==> config.mk <==
export PLATFORM = sky130hd
export DESIGN_NAME = tensor_nonzero_indices
export DESIGN_NICKNAME = d
export VERILOG_FILES = /design/src/rtl/tni_pkg.sv /design/src/rtl/tni_front.sv /design/src/rtl/tni_queue.sv /design/src/rtl/tni_back.sv /design/src/rtl/tensor_nonzero_indices.sv
export SDC_FILE = /design/constraint.sdc
export NUM_CORES = 2
export LEC_CHECK = 0
export BUFFER_PORTS_ARGS = -buffer_cell sky130_fd_sc_hd__buf_4
export CAP_MARGIN = 30
export CORE_MARGIN = 10
export CORE_UTILIZATION = 30
export DETAILED_ROUTE_END_ITERATION = 10
export GPL_ROUTABILITY_DRIVEN = 0
export PLACE_DENSITY = 0.53
export SYNTH_ARGS = -nofsm -noshare
export SYNTH_HDL_FRONTEND = slang
export SYNTH_SLANG_ARGS = --single-unit
==> constraint.sdc <==
create_clock -name clk -period 34.2 [get_ports clk]
set_input_delay 1.71 -clock clk [delete_from_list [all_inputs] [get_ports clk]]
set_output_delay 1.71 -clock clk [all_outputs]
set_load 0.02 [all_outputs]
==> src/rtl/tni_pkg.sv <==
// Shared types and constants for the tensor nonzero-index extractor.
`timescale 1ns / 1ps
`default_nettype none

package tni_pkg;

    localparam int NUM_DIMS     = 6;
    localparam int INDEX_W      = 32;
    localparam int COUNT_OUT_W  = 48;
    localparam int ELEM_W       = 64;
    localparam int IN_TDATA_W   = 2 * ELEM_W;
    localparam int OUT_TDATA_W  = NUM_DIMS * INDEX_W + COUNT_OUT_W;
    localparam int CFG_INDEX_W  = 4;
    localparam int CFG_DATA_W   = 32;
    localparam int QUEUE_DEPTH  = 2;

    localparam int MAX_RANK_DEF    = 6;
    localparam int EXTENT_BITS_DEF = 32;
    localparam int COUNT_BITS_DEF  = 48;

    // register map
    localparam logic [CFG_INDEX_W-1:0] CFG_RANK         = 4'd0;
    localparam logic [CFG_INDEX_W-1:0] CFG_ELEMENT_TYPE = 4'd1;
    localparam logic [CFG_INDEX_W-1:0] CFG_EXTENT_0     = 4'd2;
    localparam logic [CFG_INDEX_W-1:0] CFG_END          = 4'd8;

    // element type codes
    localparam logic [4:0] ET_BOOL = 5'd0;
    localparam logic [4:0] ET_U8   = 5'd1;
    localparam logic [4:0] ET_U16  = 5'd2;
    localparam logic [4:0] ET_U32  = 5'd3;
    localparam logic [4:0] ET_U64  = 5'd4;
    localparam logic [4:0] ET_I8   = 5'd5;
    localparam logic [4:0] ET_I16  = 5'd6;
    localparam logic [4:0] ET_I32  = 5'd7;
    localparam logic [4:0] ET_I64  = 5'd8;
    localparam logic [4:0] ET_F16  = 5'd9;
    localparam logic [4:0] ET_BF16 = 5'd10;
    localparam logic [4:0] ET_F32  = 5'd11;
    localparam logic [4:0] ET_F64  = 5'd12;
    localparam logic [4:0] ET_E4M3 = 5'd13;
    localparam logic [4:0] ET_E5M2 = 5'd14;
    localparam logic [4:0] ET_C32  = 5'd15;
    localparam logic [4:0] ET_C64  = 5'd16;

    typedef struct packed {
        logic                   valid;
        logic [CFG_INDEX_W-1:0] index;
        logic [CFG_DATA_W-1:0]  data;
    } cfg_write_t;

    typedef struct packed {
        logic                                is_nonzero;
        logic [NUM_DIMS-1:0][INDEX_W-1:0]    index;
        logic [COUNT_OUT_W-1:0]              running_count;
        logic                                tensor_end;
    } result_t;

endpackage

`default_nettype wire

==> src/rtl/tni_front.sv <==
// Front end: config registers, zero test, coordinate counter and hit count.
`timescale 1ns / 1ps
`default_nettype none

module tni_front #(
    parameter int MAX_RANK    = tni_pkg::MAX_RANK_DEF,
    parameter int EXTENT_BITS = tni_pkg::EXTENT_BITS_DEF,
    parameter int COUNT_BITS  = tni_pkg::COUNT_BITS_DEF
) (
    input  wire logic                          clk,
    input  wire logic                          rst_n,
    input  wire tni_pkg::cfg_write_t           cfg_wr,
    input  wire logic                          in_accept,
    input  wire logic [tni_pkg::ELEM_W-1:0]    element_value,
    input  wire logic [tni_pkg::ELEM_W-1:0]    element_imag,
    output logic                               push,
    output tni_pkg::result_t                   push_data
);

    localparam int IW = tni_pkg::INDEX_W;
    localparam int CW = tni_pkg::COUNT_OUT_W;
    localparam int XW = tni_pkg::CFG_INDEX_W;

    localparam logic [15:0] MAG_MASK_16 = 16'h7FFF;
    localparam logic [7:0]  SIGN_FP8    = 8'h80;

    logic [4:0]             elem_type_reg;
    logic [MAX_RANK-1:0]    use_reg;
    logic [EXTENT_BITS-1:0] lim_reg [MAX_RANK];
    logic [EXTENT_BITS-1:0] dig_reg [MAX_RANK];
    logic [EXTENT_BITS-1:0] dig_next [MAX_RANK];
    logic [COUNT_BITS-1:0]  hit_cnt_reg;
    logic [COUNT_BITS-1:0]  hit_cnt_next;
    logic [CW-1:0]          cnt_out;
    logic [EXTENT_BITS-1:0] ext_w;
    logic [MAX_RANK-1:0]    done;
    logic [MAX_RANK-1:0]    carry;
    logic                   last;
    logic                   nz;
    logic                   cfg_hit;
    logic [IW-1:0]          idx [tni_pkg::NUM_DIMS];

    // zero test per element type; float sign bits are ignored
    always_comb
    begin
        unique case (elem_type_reg) inside
            tni_pkg::ET_BOOL, tni_pkg::ET_U8, tni_pkg::ET_I8:
                nz = |element_value[7:0];
            tni_pkg::ET_U16, tni_pkg::ET_I16:
                nz = |element_value[15:0];
            tni_pkg::ET_U32, tni_pkg::ET_I32:
                nz = |element_value[31:0];
            tni_pkg::ET_F16, tni_pkg::ET_BF16:
                nz = |(element_value[15:0] & MAG_MASK_16);
            tni_pkg::ET_F32:
                nz = |element_value[30:0];
            tni_pkg::ET_F64:
                nz = |element_value[62:0];
            tni_pkg::ET_E4M3, tni_pkg::ET_E5M2:
                nz = |(element_value[7:0] & ~SIGN_FP8);
            tni_pkg::ET_C32:
                nz = (|element_value[30:0]) | (|element_value[62:32]);
            tni_pkg::ET_C64:
                nz = (|element_value[62:0]) | (|element_imag[62:0]);
            default:
                nz = |element_value;
        endcase
    end

    // odometer: a dimension steps when every inner dimension sits at its limit
    always_comb
    begin
        logic c;
        c = 1'b1;
        for (int d = MAX_RANK - 1; d >= 0; d--)
        begin
            done[d]  = !use_reg[d] || (dig_reg[d] >= lim_reg[d]);
            carry[d] = c;
            c        = c & done[d];
        end
        last = c;
        for (int d = 0; d < MAX_RANK; d++)
        begin
            if (last)
                dig_next[d] = '0;
            else if (use_reg[d] && carry[d])
                dig_next[d] = done[d] ? '0 : dig_reg[d] + 1'b1;
            else
                dig_next[d] = dig_reg[d];
        end
    end

    assign hit_cnt_next = (nz && !(&hit_cnt_reg)) ? hit_cnt_reg + 1'b1 : hit_cnt_reg;

    generate
        if (COUNT_BITS > CW)
        begin : g_cnt_sat
            assign cnt_out = (|hit_cnt_next[COUNT_BITS-1:CW]) ? '1 : CW'(hit_cnt_next);
        end
        else
        begin : g_cnt_ext
            assign cnt_out = CW'(hit_cnt_next);
        end
    endgenerate

    genvar g;
    generate
        for (g = 0; g < tni_pkg::NUM_DIMS; g++)
        begin : g_idx
            if (g < MAX_RANK)
            begin : g_used
                assign idx[g] = use_reg[g] ? IW'(dig_reg[g]) : '0;
            end
            else
            begin : g_none
                assign idx[g] = '0;
            end
        end
    endgenerate

    always_comb
    begin
        push_data.is_nonzero    = nz;
        for (int d = 0; d < tni_pkg::NUM_DIMS; d++)
            push_data.index[d] = idx[d];
        push_data.running_count = cnt_out;
        push_data.tensor_end    = last;
    end

    assign push    = in_accept && (nz || last);
    assign cfg_hit = cfg_wr.valid && (cfg_wr.index < tni_pkg::CFG_END);
    assign ext_w   = cfg_wr.data[EXTENT_BITS-1:0];

    always_ff @(posedge clk or negedge rst_n)
    begin
        if (!rst_n)
        begin
            elem_type_reg <= tni_pkg::ET_BOOL;
            use_reg       <= MAX_RANK'(1);
            hit_cnt_reg   <= '0;
            for (int d = 0; d < MAX_RANK; d++)
            begin
                lim_reg[d] <= '0;
                dig_reg[d] <= '0;
            end
        end
        else if (cfg_hit)
        begin
            // any register write restarts the tensor
            if (cfg_wr.index == tni_pkg::CFG_RANK)
                for (int d = 0; d < MAX_RANK; d++)
                    use_reg[d] <= int'(cfg_wr.data[2:0]) > d;
            if (cfg_wr.index == tni_pkg::CFG_ELEMENT_TYPE)
                elem_type_reg <= cfg_wr.data[4:0];
            for (int d = 0; d < MAX_RANK; d++)
            begin
                if (cfg_wr.index == XW'(int'(tni_pkg::CFG_EXTENT_0) + d))
                    lim_reg[d] <= (ext_w == '0) ? '0 : ext_w - 1'b1;
                dig_reg[d] <= '0;
            end
            hit_cnt_reg <= '0;
        end
        else if (in_accept)
        begin
            for (int d = 0; d < MAX_RANK; d++)
                dig_reg[d] <= dig_next[d];
            hit_cnt_reg <= last ? '0 : hit_cnt_next;
        end
    end

endmodule

`default_nettype wire

==> src/rtl/tni_queue.sv <==
// Short result queue between the front end and the output stage.
`timescale 1ns / 1ps
`default_nettype none

module tni_queue #(
    parameter int DEPTH = tni_pkg::QUEUE_DEPTH
) (
    input  wire logic              clk,
    input  wire logic              rst_n,
    input  wire logic              push,
    input  wire tni_pkg::result_t  push_data,
    input  wire logic              pop,
    output logic                   not_empty,
    output logic                   full,
    output tni_pkg::result_t       head
);

    localparam int PW = (DEPTH > 1) ? $clog2(DEPTH) : 1;
    localparam int NW = $clog2(DEPTH + 1);

    tni_pkg::result_t mem_reg [DEPTH];
    logic [PW-1:0]    wr_ptr_reg;
    logic [PW-1:0]    rd_ptr_reg;
    logic [NW-1:0]    cnt_reg;
    logic             do_push;
    logic             do_pop;

    assign not_empty = cnt_reg != '0;
    assign full      = cnt_reg == NW'(DEPTH);
    assign head      = mem_reg[rd_ptr_reg];
    assign do_push   = push && !full;
    assign do_pop    = pop && not_empty;

    always_ff @(posedge clk)
    begin
        if (do_push)
            mem_reg[wr_ptr_reg] <= push_data;
    end

    always_ff @(posedge clk or negedge rst_n)
    begin
        if (!rst_n)
        begin
            wr_ptr_reg <= '0;
            rd_ptr_reg <= '0;
            cnt_reg    <= '0;
        end
        else
        begin
            if (do_push)
                wr_ptr_reg <= (wr_ptr_reg == PW'(DEPTH - 1)) ? '0 : wr_ptr_reg + 1'b1;
            if (do_pop)
                rd_ptr_reg <= (rd_ptr_reg == PW'(DEPTH - 1)) ? '0 : rd_ptr_reg + 1'b1;
            if (do_push && !do_pop)
                cnt_reg <= cnt_reg + 1'b1;
            else if (do_pop && !do_push)
                cnt_reg <= cnt_reg - 1'b1;
        end
    end

endmodule

`default_nettype wire

==> src/rtl/tni_back.sv <==
// Output stage: registers one result word and drives the master stream.
`timescale 1ns / 1ps
`default_nettype none

module tni_back (
    input  wire logic                                clk,
    input  wire logic                                rst_n,
    input  wire logic                                q_not_empty,
    input  wire tni_pkg::result_t                    q_head,
    output logic                                     q_pop,
    output logic                                     m_axis_tvalid,
    input  wire logic                                m_axis_tready,
    output logic [tni_pkg::OUT_TDATA_W-1:0]          m_axis_tdata,
    output logic                                     m_axis_tuser,
    output logic                                     m_axis_tlast
);

    logic             out_valid_reg;
    logic             out_valid_next;
    tni_pkg::result_t out_reg;

    assign q_pop = q_not_empty && (!out_valid_reg || m_axis_tready);

    always_comb
    begin
        if (q_pop)
            out_valid_next = 1'b1;
        else if (m_axis_tready)
            out_valid_next = 1'b0;
        else
            out_valid_next = out_valid_reg;
    end

    always_ff @(posedge clk or negedge rst_n)
    begin
        if (!rst_n)
            out_valid_reg <= 1'b0;
        else
            out_valid_reg <= out_valid_next;
    end

    always_ff @(posedge clk)
    begin
        if (q_pop)
            out_reg <= q_head;
    end

    assign m_axis_tvalid = out_valid_reg;
    assign m_axis_tdata  = {out_reg.running_count, out_reg.index};
    assign m_axis_tuser  = out_reg.is_nonzero;
    assign m_axis_tlast  = out_reg.tensor_end;

endmodule

`default_nettype wire

==> src/rtl/tensor_nonzero_indices.sv <==
// Nonzero-index extractor over a row-major tensor stream.
//
// s_axis carries one element per word (value and c64 imaginary part). For each
// nonzero element, and for the tensor's last element, one word leaves on
// m_axis with the element's coordinates, the running nonzero count, tuser set
// for a nonzero element and tlast on the tensor's last element.
// Registers are written on the cfg channel (always ready); the user must write
// them only while the stream is idle, which the block itself does not enforce.
// Any write to an index below 8 restarts the coordinate counter and the count.
// Throughput: one element per cycle while the queue is not full, set by the
// combinational zero test and coordinate step in the front end. Each result is
// written to the queue, then moved to the output register that drives m_axis.
// When m_axis stalls, the output register holds its word and a two-entry
// queue absorbs further results; s_axis_tready drops only once that queue is
// full, so elements with no result also wait.
// Reset: rank 1, bool elements, every extent 1, counter and count cleared,
// queue and output empty.
`timescale 1ns / 1ps
`default_nettype none

module tensor_nonzero_indices #(
    parameter int MAX_RANK    = tni_pkg::MAX_RANK_DEF,
    parameter int EXTENT_BITS = tni_pkg::EXTENT_BITS_DEF,
    parameter int COUNT_BITS  = tni_pkg::COUNT_BITS_DEF
) (
    input  wire logic                                clk,
    input  wire logic                                rst_n,
    input  wire logic                                cfg_valid,
    output logic                                     cfg_ready,
    input  wire logic [tni_pkg::CFG_INDEX_W-1:0]     cfg_index,
    input  wire logic [tni_pkg::CFG_DATA_W-1:0]      cfg_data,
    input  wire logic                                s_axis_tvalid,
    output logic                                     s_axis_tready,
    // element_value [63:0], element_imag [127:64]
    input  wire logic [tni_pkg::IN_TDATA_W-1:0]      s_axis_tdata,
    output logic                                     m_axis_tvalid,
    input  wire logic                                m_axis_tready,
    // index_0 [31:0] .. index_5 [191:160], running_count [239:192]
    output logic [tni_pkg::OUT_TDATA_W-1:0]          m_axis_tdata,
    // is_nonzero [0]
    output logic                                     m_axis_tuser,
    output logic                                     m_axis_tlast
);

    tni_pkg::cfg_write_t cfg_wr;
    tni_pkg::result_t    push_data;
    tni_pkg::result_t    q_head;
    logic                in_accept;
    logic                push;
    logic                q_pop;
    logic                q_not_empty;
    logic                q_full;

    assign cfg_ready     = 1'b1;
    assign cfg_wr.valid  = cfg_valid;
    assign cfg_wr.index  = cfg_index;
    assign cfg_wr.data   = cfg_data;
    assign s_axis_tready = !q_full;
    assign in_accept     = s_axis_tvalid && s_axis_tready;

    tni_front #(
        .MAX_RANK    (MAX_RANK),
        .EXTENT_BITS (EXTENT_BITS),
        .COUNT_BITS  (COUNT_BITS)
    ) u_front (
        .clk           (clk),
        .rst_n         (rst_n),
        .cfg_wr        (cfg_wr),
        .in_accept     (in_accept),
        .element_value (s_axis_tdata[tni_pkg::ELEM_W-1:0]),
        .element_imag  (s_axis_tdata[tni_pkg::IN_TDATA_W-1:tni_pkg::ELEM_W]),
        .push          (push),
        .push_data     (push_data)
    );

    tni_queue #(
        .DEPTH (tni_pkg::QUEUE_DEPTH)
    ) u_queue (
        .clk       (clk),
        .rst_n     (rst_n),
        .push      (push),
        .push_data (push_data),
        .pop       (q_pop),
        .not_empty (q_not_empty),
        .full      (q_full),
        .head      (q_head)
    );

    tni_back u_back (
        .clk           (clk),
        .rst_n         (rst_n),
        .q_not_empty   (q_not_empty),
        .q_head        (q_head),
        .q_pop         (q_pop),
        .m_axis_tvalid (m_axis_tvalid),
        .m_axis_tready (m_axis_tready),
        .m_axis_tdata  (m_axis_tdata),
        .m_axis_tuser  (m_axis_tuser),
        .m_axis_tlast  (m_axis_tlast)
    );

    // a full queue only happens behind a stalled output word
    a_full_implies_out: assert property (@(posedge clk) disable iff (!rst_n)
        q_full |-> m_axis_tvalid)
        else $error("queue full with output register empty");

    // a word with no hit must be the end-of-tensor report
    a_end_only: assert property (@(posedge clk) disable iff (!rst_n)
        m_axis_tvalid && !m_axis_tuser |-> m_axis_tlast)
        else $error("zero element reported without tensor end");

    // a hit always carries a count of at least one
    a_hit_count: assert property (@(posedge clk) disable iff (!rst_n)
        m_axis_tvalid && m_axis_tuser
            |-> m_axis_tdata[tni_pkg::OUT_TDATA_W-1:tni_pkg::NUM_DIMS*tni_pkg::INDEX_W] != '0)
        else $error("nonzero element reported with zero count");

endmodule

`default_nettype wire
==> reports/metrics.cfg <==
[outcome]
status=completed

[power_and_ir_drop]
p_int_mw=3.31
p_comb_share_pct=25.0
total_power_mw=4.82
leakagePower_nw=25.5
vdd_ir_drop_max_mv=0.0708
pwr-share-clk_pct=31.2
seqPwrFrac_pct=43.8
p_sw_mw=1.51
swShare_pct=31.4
cellPowerDensity_mw_per_mm2=75.1

[worst_setup_path]
path_class=reg -> reg
crit_arrival_ns=6.33
r2r_setup_slack_ns=28.25
endpoint_kind=flop
r2r_end=u_queue.mem_reg[1][77]$_DFFE_PP_
crit_start=u_front.dig_reg[128]$_DFFE_PN0P_
crit_path_start_kind=flop
cp_max_fo=56
critPathCapture=u_queue.mem_reg[1][77]$_DFFE_PP_
reg2reg_from=u_front.dig_reg[128]$_DFFE_PN0P_
cp.required_ns=34.58
r2r.worst_path.cells=14

[layout]
largest_reg_flops=484
design_area_mm2=0.0642
syn2layout_area_growth_pct=20.0
fin_util_pct=36.3
drive_gt1_share_pct=20.3
num-nets-final=5198

[hold_path]
holdCritPathClass=reg -> reg
hold_path_depth=2

[synth]
yosys.area.top_type=edfxtp_1
synth_area_mm2=0.0534
yosys_warnings=0
syn_inst=4402
syn_avg_cell_area_um2=12.1
synth_fp_nets=4776
yosysSeqAreaShare_pct=61.8
async_flop_share_pct=38.2
yosysTopAreaCellShare_pct=40.8
synth_edf_count=726
dominantRegCellSynth=edfxtp_1
synthDistinctLibCells=95
ys_ff_latch=1174
synth_area_leaders=edfxtp_1 (41%), dfrtp_1 (21%), mux2_2 (5.2%), ha_1 (4.8%), nand2_1 (3.2%)

[grt]
antenna_found_initial=15
grt_pass1_wl_um=229000
grtUsageTotal_pct=15.1
grt.overflow.total=0
grt_max_degree=136
first_global_vias=35800

[clock_tree]
cts_sinks=1174
root_buffer=clkbuf_16
ctsHoldBuffers=0
clk_pin_slew_ns=0.06
cts_buffer_depth=3
cts_buffers=138
cts_tree=built
clkLatencyLatePin_ns=0.78
cts_setup_buffers=0
post_cts_resized=0
cts_max_level=4

[place]
numPortBuffers=411
pre_cts_ws_ns=27.81
placed_area_mm2=0.0594
hpwl_um=105000

[drt]
wl_per_cell_um=20.9
drt-initial-drc-count=2681
route.detailed.drc=0
vias_per_cell=4.96
firstDrtPassIters=5
antenna_left=0
drt-total-wl_um=152000
num_vias=36200

[die]
die_area_mm2=0.195
ios=414
core_area_mm2=0.177
initial_core_util_pct=30.2
core.rowCount=154
die_w_um=442
die_height_um=442

[timing]
timing.final.ws_setup_ns=28.25
rsz0062_at_grt=false
tightest_slew_ns=0.950
fin_setup_tns_ns=0
slew_viol_final=0
hold_viol=0
relSlewSlack_pct=36.3
fin_crit_ns=5.95
period_share_pct=17.4
setup_viol_count_final=0
skew_ns=0.0431
clock.fmax_ghz=0.168

[flow_run]
cap_violations=0

## cells in the mapped netlist, drive strengths merged (60+ instances only)
library cell and n:
a21oi 163, a31oi 122, and2 202, and3 81
clkbuf 142, dfrtp 447, edfxtp 726, ha 205
inv 251, mux2 247, nand2 464, nand3 133
nor2 147, nor4 60, o21ai 272, o31ai 78
or3 62
## worst max-delay path, cell delays in order (launching register included)
cell and delay [ns]:
dfrtp_1 0.41, inv_1 0.11, ha_1 0.28, nand2b_1 0.09
a2111oi_0 0.09, o41ai_1 0.54, a211oi_1 0.21, o21ai_1 0.16
buf_4 0.26, o211a_1 0.43, nand3_1 0.29, a21oi_1 0.65
and2_4 0.65, buf_4 0.48, buf_4 0.69
## power by group through the flow
stage               Sequential [mW]  Clock, mW  Combinational, mW
global route                   2.15       1.60               1.32
CTS                            2.12       1.55               1.25
detailed placement             2.15          0               1.25
finish                         2.11       1.50               1.21
global placement               2.14          0               1.23
floorplan                      2.34          0              0.524
## stage by stage
step                      hold slack [ns]  instances
after floorplan                     0.449       4402
final                               0.476       7286
after CTS                           0.479       7273
after detailed placement            0.467       7020
after global routing                0.490       7286
after global placement              0.463       7009
## cell families (layout without fill, tap and decap cells)
family | Yosys count | after routing | synth area share, %
buffers and inverters | 449 | 984 | 3.36
adders and majority gates | 205 | 205 | 4.80
DFF | 1174 | 1174 | 61.8
muxes | 251 | 251 | 5.28
AOI/OAI and AO/OA | 880 | 880 | 10.5
and+or+nand+nor | 1378 | 1378 | 13.2
xor gates and xnor gates | 64 | 64 | 1.05
other | 1 | 10 | 0.00702
## layer usage
layer	wire, um	share of wire, %	GRT usage [%]
met5	0	0	0
met4	4140	2.7	4.81
met3	7480	4.9	2.98
met2	75700	50	25.9
met1	65200	43	19.0
## worst min path at each step
stage | from | to | slack, ns
finish | u_front.lim_reg[27]$_DFFE_PN0P_ | u_front.lim_reg[27]$_DFFE_PN0P_ | 0.48
global route | u_front.lim_reg[27]$_DFFE_PN0P_ | u_front.lim_reg[27]$_DFFE_PN0P_ | 0.49
CTS | u_front.lim_reg[152]$_DFFE_PN0P_ | u_front.lim_reg[152]$_DFFE_PN0P_ | 0.48
detailed placement | u_front.lim_reg[122]$_DFFE_PN0P_ | u_front.lim_reg[122]$_DFFE_PN0P_ | 0.47
global placement | u_front.lim_reg[123]$_DFFE_PN0P_ | u_front.lim_reg[123]$_DFFE_PN0P_ | 0.46
floorplan | u_front.lim_reg[109]$_DFFE_PN0P_ | u_front.lim_reg[109]$_DFFE_PN0P_ | 0.45
## layout make-up
cell class	instances	area (um2)
Antenna cell	9	22.5
Clock buffer	182	3820
Clock inverter	71	816
Fill cell	17200	113000
Inverter	251	950
Multi-Input combinational cell	2779	18800
Sequential cell	1174	33000
Tap cell	2340	2930
Timing Repair Buffer	480	3830
## cells in the final DEF, fill, tap and decap left out, drive strengths merged, types with 16 or more instances in the layout
cell,Yosys,final
ha,205,205
inv,251,259
a41oi,32,32
and4,16,16
o31ai,78,78
mux2,247,247
a311oi,22,22
xnor2,24,24
nand3,133,133
nand2b,32,32
and2,202,202
nor3,50,50
nand2,464,464
edfxtp,726,726
or4,31,31
o21ai,272,272
nor2b,17,17
and3,81,81
o21a,19,19
clkinv,0,41
or3,62,62
nor4,60,60
xor2,40,40
o211ai,30,30
buf,56,480
a31oi,122,122
a21oi,163,163
nor2,147,147
dfrtp,447,447
a21o,29,29
clkbuf,142,182
nand4,52,52
(Power assumes the default switching activity.)
